File: config.mk
export PLATFORM = sky130hd
export DESIGN_NAME = urm_core
export DESIGN_NICKNAME = d
export VERILOG_FILES = /design/src/urm_pkg.sv /design/src/urm_core.sv
export SDC_FILE = /design/constraint.sdc
export NUM_CORES = 1
export LEC_CHECK = 0
export BUFFER_PORTS_ARGS = -buffer_cell sky130_fd_sc_hd__buf_4
export CORE_AREA = 2 2 113 115
export DETAILED_ROUTE_END_ITERATION = 16
export DIE_AREA = 0 0 115 117
export GPL_TIMING_DRIVEN = 0
export PLACE_DENSITY = 0.72
export RECOVER_POWER = 25
export SKIP_CTS_REPAIR_TIMING = 1
export SYNTH_ARGS = -nofsm -noshare
export SYNTH_HDL_FRONTEND = slang
export SYNTH_SLANG_ARGS = --single-unit
File: constraint.sdc
create_clock -name aclk -period 2.7 [get_ports aclk]
set_clock_uncertainty 0.05 [all_clocks]
set_input_delay 0 -clock aclk [delete_from_list [all_inputs] [get_ports aclk]]
set_output_delay 0 -clock aclk [all_outputs]
set_load 0.03 [all_outputs]
File: src/urm_pkg.sv
package urm_pkg;

    typedef enum logic [2:0] {
        FUNC_READ  = 3'd0,
        FUNC_WRITE = 3'd1,
        FUNC_RX    = 3'd2,
        FUNC_MODEM = 3'd3,
        FUNC_TICK  = 3'd4
    } urm_func_t;

    localparam logic [2:0] OFF_DATA  = 3'd0;
    localparam logic [2:0] OFF_IER   = 3'd1;
    localparam logic [2:0] OFF_IIR   = 3'd2;
    localparam logic [2:0] OFF_LCR   = 3'd3;
    localparam logic [2:0] OFF_MCR   = 3'd4;
    localparam logic [2:0] OFF_LSR   = 3'd5;
    localparam logic [2:0] OFF_MSR   = 3'd6;
    localparam logic [2:0] OFF_SCR   = 3'd7;

    localparam logic [7:0] IIR_RLS   = 8'h06;
    localparam logic [7:0] IIR_RDA   = 8'h04;
    localparam logic [7:0] IIR_THRE  = 8'h02;
    localparam logic [7:0] IIR_MS    = 8'h00;
    localparam logic [7:0] IIR_NONE  = 8'h01;
    localparam logic [7:0] READ_OPEN = 8'hFF;

    localparam int INT_RDA  = 0;
    localparam int INT_THRE = 1;
    localparam int INT_RLS  = 2;
    localparam int INT_MS   = 3;

    localparam int LS_DR    = 0;
    localparam int LS_THRE  = 5;

    localparam int MCR_LOOP = 4;
    localparam int LCR_DLAB = 7;

    localparam logic [6:0]  LSR_RESET   = 7'h60;
    localparam logic [3:0]  DELTA_LEVEL = 4'b1011;
    localparam logic [19:0] DELAY_RESET = 20'd100000;

    localparam logic [2:0] PAR_NONE  = 3'd0;
    localparam logic [2:0] PAR_ODD   = 3'd1;
    localparam logic [2:0] PAR_EVEN  = 3'd2;
    localparam logic [2:0] PAR_MARK  = 3'd3;
    localparam logic [2:0] PAR_SPACE = 3'd4;

    localparam logic [1:0] STOP_ONE  = 2'd0;
    localparam logic [1:0] STOP_HALF = 2'd1;
    localparam logic [1:0] STOP_TWO  = 2'd2;

    typedef struct packed {
        logic [2:0] func;
        logic [2:0] reg_offset;
        logic [7:0] write_data;
        logic [7:0] rx_byte;
        logic       line_cts;
        logic       line_dsr;
        logic       line_dcd;
        logic       line_ri;
    } urm_item_t;

    typedef struct packed {
        logic [7:0] read_data;
        logic       irq;
        logic       tx_valid;
        logic [7:0] tx_byte;
        logic       dtr_out;
        logic       rts_out;
        logic       out1_out;
        logic       out2_out;
        logic [3:0] frame_data_bits;
        logic [2:0] parity_mode;
        logic [1:0] stop_mode;
    } urm_result_t;

endpackage

File: src/urm_core.sv
module urm_core #(
    parameter int COUNTDOWN_BITS = 20
) (
    input  logic                 aclk,
    input  logic                 aresetn,
    input  logic                 cfg_we,
    input  logic [19:0]          cfg_wdata,
    input  logic                 step_en,
    input  urm_pkg::urm_item_t   item,
    output urm_pkg::urm_result_t result
);
    import urm_pkg::*;

    logic [19:0]               delay_reg;
    logic [3:0]                ier_reg, ier_next;
    logic [7:0]                lcr_reg, lcr_next;
    logic [4:0]                mcr_reg, mcr_next;
    logic [6:0]                lsr_reg, lsr_next;
    logic [3:0]                min_reg, min_next;
    logic [3:0]                last_reg, last_next;
    logic [3:0]                delta_reg, delta_next;
    logic [3:0]                pend_reg, pend_next;
    logic [15:0]               div_reg, div_next;
    logic [7:0]                rbr_reg, rbr_next;
    logic [7:0]                thr_reg, thr_next;
    logic [COUNTDOWN_BITS-1:0] cnt_reg, cnt_next;

    logic [COUNTDOWN_BITS-1:0] cnt_load;
    logic [3:0]                lines;
    logic [3:0]                changed;
    logic                      dlab;
    logic [7:0]                rd;
    logic                      txv;
    logic [7:0]                txb;

    assign cnt_load = COUNTDOWN_BITS'(delay_reg);
    assign dlab     = lcr_reg[LCR_DLAB];
    assign lines    = mcr_reg[MCR_LOOP] ? {mcr_reg[3], mcr_reg[2], mcr_reg[0], mcr_reg[1]}
                                        : min_reg;

    always_comb begin
        ier_next   = ier_reg;
        lcr_next   = lcr_reg;
        mcr_next   = mcr_reg;
        lsr_next   = lsr_reg;
        min_next   = min_reg;
        last_next  = last_reg;
        delta_next = delta_reg;
        pend_next  = pend_reg;
        div_next   = div_reg;
        rbr_next   = rbr_reg;
        thr_next   = thr_reg;
        cnt_next   = cnt_reg;
        rd         = 8'd0;
        txv        = 1'b0;
        txb        = 8'd0;
        changed    = (last_reg ^ lines) & DELTA_LEVEL;
        changed[INT_RLS] = last_reg[2] & ~lines[2];
        case (item.func)
            FUNC_READ: begin
                case (item.reg_offset)
                    OFF_DATA: begin
                        if (dlab) begin
                            rd = div_reg[7:0];
                        end else begin
                            pend_next[INT_RDA] = 1'b0;
                            lsr_next[LS_DR]    = 1'b0;
                            rd = rbr_reg;
                        end
                    end
                    OFF_IER: rd = dlab ? div_reg[15:8] : {4'd0, ier_reg};
                    OFF_IIR: begin
                        if (pend_reg[INT_RLS]) begin
                            rd = IIR_RLS;
                        end else if (pend_reg[INT_RDA]) begin
                            rd = IIR_RDA;
                        end else if (pend_reg[INT_THRE]) begin
                            pend_next[INT_THRE] = 1'b0;
                            rd = IIR_THRE;
                        end else if (pend_reg[INT_MS]) begin
                            rd = IIR_MS;
                        end else begin
                            rd = IIR_NONE;
                        end
                    end
                    OFF_LCR: rd = lcr_reg;
                    OFF_MCR: rd = {3'd0, mcr_reg};
                    OFF_LSR: begin
                        pend_next[INT_RLS] = 1'b0;
                        rd = {1'b0, lsr_reg};
                        lsr_next[4:1] = 4'd0;
                    end
                    OFF_MSR: begin
                        pend_next[INT_MS] = 1'b0;
                        rd = {lines, delta_reg};
                        last_next  = lines;
                        delta_next = 4'd0;
                    end
                    default: rd = READ_OPEN;
                endcase
            end
            FUNC_WRITE: begin
                case (item.reg_offset)
                    OFF_DATA: begin
                        if (dlab) begin
                            div_next[7:0] = item.write_data;
                        end else begin
                            pend_next[INT_THRE] = 1'b0;
                            lsr_next[LS_THRE]   = 1'b0;
                            thr_next = item.write_data;
                            cnt_next = cnt_load;
                        end
                    end
                    OFF_IER: begin
                        if (dlab) begin
                            div_next[15:8] = item.write_data;
                        end else begin
                            ier_next = item.write_data[3:0];
                        end
                    end
                    OFF_LCR: lcr_next = item.write_data;
                    OFF_MCR: mcr_next = item.write_data[4:0];
                    OFF_LSR: begin
                        lsr_next  = item.write_data[6:0];
                        pend_next = {pend_reg[INT_MS], |item.write_data[4:1],
                                     item.write_data[5], item.write_data[0]};
                    end
                    OFF_MSR: delta_next = item.write_data[3:0];
                    default: ;
                endcase
            end
            FUNC_RX: begin
                rbr_next           = item.rx_byte;
                lsr_next[LS_DR]    = 1'b1;
                pend_next[INT_RDA] = 1'b1;
            end
            FUNC_MODEM: begin
                if (!mcr_reg[MCR_LOOP]) begin
                    min_next = {item.line_dcd, item.line_ri, item.line_dsr, item.line_cts};
                end
            end
            FUNC_TICK: begin
                delta_next = delta_reg | changed;
                if (|delta_next) begin
                    pend_next[INT_MS] = 1'b1;
                end
                if (!lsr_reg[LS_THRE]) begin
                    if (mcr_reg[MCR_LOOP]) begin
                        rbr_next            = thr_reg;
                        lsr_next[LS_DR]     = 1'b1;
                        lsr_next[LS_THRE]   = 1'b1;
                        pend_next[INT_RDA]  = 1'b1;
                        pend_next[INT_THRE] = 1'b1;
                    end else if (cnt_reg <= COUNTDOWN_BITS'(1)) begin
                        cnt_next            = '0;
                        lsr_next[LS_THRE]   = 1'b1;
                        pend_next[INT_THRE] = 1'b1;
                        txv = 1'b1;
                        txb = thr_reg;
                    end else begin
                        cnt_next = cnt_reg - COUNTDOWN_BITS'(1);
                    end
                end
            end
            default: ;
        endcase
    end

    always_comb begin
        result.read_data       = rd;
        result.irq             = |(pend_next & ier_next);
        result.tx_valid        = txv;
        result.tx_byte         = txb;
        result.dtr_out         = mcr_next[0];
        result.rts_out         = mcr_next[1];
        result.out1_out        = mcr_next[2];
        result.out2_out        = mcr_next[3];
        result.frame_data_bits = {2'd0, lcr_next[1:0]} + 4'd5;
        if (!lcr_next[3]) begin
            result.parity_mode = PAR_NONE;
        end else if (lcr_next[5]) begin
            result.parity_mode = lcr_next[4] ? PAR_SPACE : PAR_MARK;
        end else begin
            result.parity_mode = lcr_next[4] ? PAR_EVEN : PAR_ODD;
        end
        if (!lcr_next[2]) begin
            result.stop_mode = STOP_ONE;
        end else begin
            result.stop_mode = (lcr_next[1:0] == 2'd0) ? STOP_HALF : STOP_TWO;
        end
    end

    always_ff @(posedge aclk) begin
        if (!aresetn) begin
            delay_reg <= DELAY_RESET;
            ier_reg   <= '0;
            lcr_reg   <= '0;
            mcr_reg   <= '0;
            lsr_reg   <= LSR_RESET;
            min_reg   <= '0;
            last_reg  <= '0;
            delta_reg <= '0;
            pend_reg  <= '0;
            div_reg   <= '0;
            rbr_reg   <= '0;
            thr_reg   <= '0;
            cnt_reg   <= '0;
        end else begin
            if (cfg_we) begin
                delay_reg <= cfg_wdata;
            end
            if (step_en) begin
                ier_reg   <= ier_next;
                lcr_reg   <= lcr_next;
                mcr_reg   <= mcr_next;
                lsr_reg   <= lsr_next;
                min_reg   <= min_next;
                last_reg  <= last_next;
                delta_reg <= delta_next;
                pend_reg  <= pend_next;
                div_reg   <= div_next;
                rbr_reg   <= rbr_next;
                thr_reg   <= thr_next;
                cnt_reg   <= cnt_next;
            end
        end
    end

    a_thre_clears_on_load: assert property (@(posedge aclk) disable iff (!aresetn)
        step_en && item.func == FUNC_WRITE && item.reg_offset == OFF_DATA && !dlab
        |=> !lsr_reg[LS_THRE] && cnt_reg == $past(cnt_load))
        else $error("transmit load did not arm the countdown");

    a_tx_only_when_busy: assert property (@(posedge aclk) disable iff (!aresetn)
        txv |-> !lsr_reg[LS_THRE] && !mcr_reg[MCR_LOOP])
        else $error("byte sent while holding register empty or in loopback");

    a_msr_read_clears: assert property (@(posedge aclk) disable iff (!aresetn)
        step_en && item.func == FUNC_READ && item.reg_offset == OFF_MSR
        |=> delta_reg == 4'd0 && !pend_reg[INT_MS])
        else $error("modem status read left deltas pending");

endmodule

==> results.tsv <==
stage	metric	value	unit
routing	Routed Antenna Nets	0	
floorplan	die area	0.0135	mm2
logic_synthesis	Synth Warn #	0	
logic_synthesis	Avg Cell Area, Syn	7.98	um2
power	Internal	2600	uW
critical_path	CP Max Fanout	10	
timing	final setup TNS	0	ns
grt	vias in the first global route	5691	
grt	GRT overflow	0	
cells_and_area	fraction of layout cells with a size suffix above 1	0.155	
logic_synthesis	Post-Synthesis Cells	765	
power	sequential share of power	0.479	
logic_synthesis	Synth cell types	70	
clock_tree	Root Driver	clkbuf_16	
cells_and_area	Non-Filler Instances	1040	
routing	DR iter-0 viols	639	
timing	ratio of final minimum period to clock period	0.961	
floorplan	area of the core	0.0123	mm2
floorplan	num rows	41	
cells_and_area	Final Cell Area	0.00756	mm2
min_path	Hold WC Path Type	in -> reg	
timing	Final min period	2.59	ns
routing	via count	6372	
timing	RSZ-0062 raised after global routing	no	
routing	drt pass-1 iters	6	
timing	Tightest Pin Transition	1.29	ns
logic_synthesis	top_reg_cell synth	dfxtp_1	
routing	Total Wirelength	20800	um
critical_path	Worst Path Required	2.65	ns
clock_tree	clk slew on worst S/H paths	0.08	ns
placement	port bufs	72	
clock_tree	H-tree levels	3	
clock_tree	Skew-Pair Late Insertion Delay	0.36	ns
cells_and_area	most common cell after layout, fill and taps aside	dfxtp_1	
placement	dpl cell area	0.00683	mm2
critical_path	Setup Crit Path Kind	reg -> out	
routing	DR vias/cell	6.13	
floorplan	Initial Utilization	0.496	
logic_synthesis	Mapped Area	0.00611	mm2
logic_synthesis	register area share after synthesis	0.367	
routing	DRC	0	
critical_path	worst-path cell chain	buf_8 -> mux2i_4 -> mux2i_2 -> o41ai_2 -> a21oi_1 -> a2111o_1 -> buf_4	
floorplan	I/O pin total	81	
cells_and_area	multi-input gate area in the final layout	0.00358	mm2
clock_tree	CTS tree	done	
grt	GRT Total Usage	0.307	
cells_and_area	filler cell count	1114	
power	Clk pwr share	0.388	
cells_and_area	FF/Latch Area	0.00224	mm2
critical_path	CP delay by family, top	compound AO/OA/AOI/OAI gates	
placement	DP HPWL	14800	um
clock_tree	CTS Buffer Depth	2	
cells_and_area	Antenna diodes	0	
critical_path	worst path arrival time	2.54	ns
grt	largest net degree at the start of global routing	19	
critical_path	peak per-stage delay on the critical path	0.46	ns
logic_synthesis	Syn Nets	820	
critical_path	CP endpoint kind	output port	
power	NetSw	974	uW
routing	DR WL/cell	20.0	um
critical_path	slowest CP cell	o41ai_2	
grt	first-pass GRT wire length	31300	um
critical_path	CP Buf/Inv Count	2	
logic_synthesis	Post-synth ARST share	0	
power	worst vdd ir	0.000273	V
cells_and_area	Nets	940	
grt	initial antenna violation count	0	
placement	gp weighted congestion	0.962	
cells_and_area	final core occ	0.614	
logic_synthesis	EDFF count, synth	0	
floorplan	Die Wd	115	um
floorplan	Die Y	117	um
power	switching share of power	0.272	
timing	Setup violations, final	0	
clock_tree	cts bufs inserted	9	
power	pwr dens	473	mW/mm2
status	status	finished clean	
timing	final hold violations	0	
logic_synthesis	Yosys reg bits	112	
cells_and_area	most frequent cells in the layout	111 x dfxtp_1, 110 x nand2_1, 96 x nor2_1	
cells_and_area	Area growth, synth to finish	23.8	%
timing	top achievable clock speed	386	MHz
placement	Inst Count DP	987	
timing	Slew HR	0.131	
run	Max-Cap Viols	0	
critical_path	Setup crit start kind	flop	
power	leakage power	0.00314	uW
timing	Slew Viols, Final	0	
power	Gate power share	0.132	
clock_tree	clk sinks	112	
power	Overall Power	3580	uW
[power groups by stage]
stage	Combinational (uW)	Sequential [uW]	Clock, uW
floorplan	261	1740	0
global placement	412	1750	0
detailed placement	419	1750	0
CTS	421	1710	1390
global route	511	1720	1470
finish	473	1710	1390
[final cells by class]
cell class,count,area share
buffer,59,0.0374
sequential,112,0.297
clock inverter,7,0.00943
tap,150,0.0248
inverter,15,0.00745
timing repair buffer,109,0.121
multi-input combinational,579,0.473
clock buffer,9,0.0298
[logic make-up after synthesis]
kind of cell | share of synthesized area
muxes | 0.122
adders and majority gates | 0.0102
and+or+nand+nor | 0.256
buffers and inverters | 0.0555
DFF | 0.367
AOI/OAI and AO/OA | 0.189
[path summary, 6_finish.rpt]
| path | startpoint | to | cells after the start | slack (ns) |
|---|---|---|---|---|
| worst min-delay path | item[13] | div_reg[1]$_SDFFE_PN0P_ | 3 | 0.09 |
| worst max register to register | cnt_reg[0]$_SDFFE_PN0P_ | cnt_reg[16]$_SDFFE_PN0P_ | 8 | 0.24 |
| worst min register to register | div_reg[6]$_SDFFE_PN0P_ | div_reg[6]$_SDFFE_PN0P_ | 2 | 0.41 |
| worst max-delay path | mcr_reg[4]$_SDFFE_PN0P_ | result[22] | 7 | 0.11 |
[per-stage QoR]
step | worst slack [ns] | hold slack (ns)
after floorplan | 0.258 | 0.0722
after global placement | -0.225 | 0.165
after detailed placement | -0.216 | 0.171
after CTS | -0.713 | -0.206
after global routing | 0.00458 | 0.108
final | 0.106 | 0.0922
[tightest hold or removal path, stage by stage]
cell and delay, ns:
clkbuf_1 0.27, nand2_1 0.13, a21oi_1 0.06
[cell usage after synthesis, types with 3 or more instances]
master | instances | share of area
nand3_1 | 25 | 0.020
mux2i_1 | 60 | 0.098
clkbuf_1 | 38 | 0.023
ha_1 | 5 | 0.010
inv_1 | 14 | 0.0086
and2_1 | 15 | 0.015
nand2_1 | 111 | 0.068
a31oi_1 | 8 | 0.0082
buf_1 | 6 | 0.0037
o211ai_1 | 3 | 0.0037
a221oi_1 | 4 | 0.0057
or4_4 | 3 | 0.0055
a211oi_1 | 10 | 0.012
nor3_1 | 13 | 0.011
a311oi_1 | 9 | 0.013
a41oi_1 | 4 | 0.0057
and3_1 | 5 | 0.0051
nand2b_1 | 4 | 0.0041
clkbuf_8 | 3 | 0.0068
o21ai_0 | 31 | 0.025
nor2_1 | 96 | 0.059
a21oi_1 | 59 | 0.048
buf_2 | 7 | 0.0057
dfxtp_1 | 112 | 0.37
nor2b_1 | 10 | 0.010
nand3b_1 | 4 | 0.0049
nor4_1 | 6 | 0.0061
o22ai_1 | 15 | 0.015
a21o_1 | 3 | 0.0037
nand4b_1 | 3 | 0.0043
a32oi_1 | 7 | 0.010
mux2_2 | 11 | 0.020
a22oi_1 | 9 | 0.011
or4_1 | 3 | 0.0037
o31a_1 | 3 | 0.0043
or3_1 | 6 | 0.0061
[per-layer routing]
| metal | share of wire | track usage | vias up |
|---|---|---|---|
| met5 | 0 | 0 | - |
| met4 | 0.040 | 0.166 | 0 |
| met3 | 0.088 | 0.0427 | 60 |
| met2 | 0.47 | 0.485 | 352 |
| met1 | 0.40 | 0.408 | 2982 |
| li1 | - | - | 2978 |
Power figures use the tool's default switching activity.
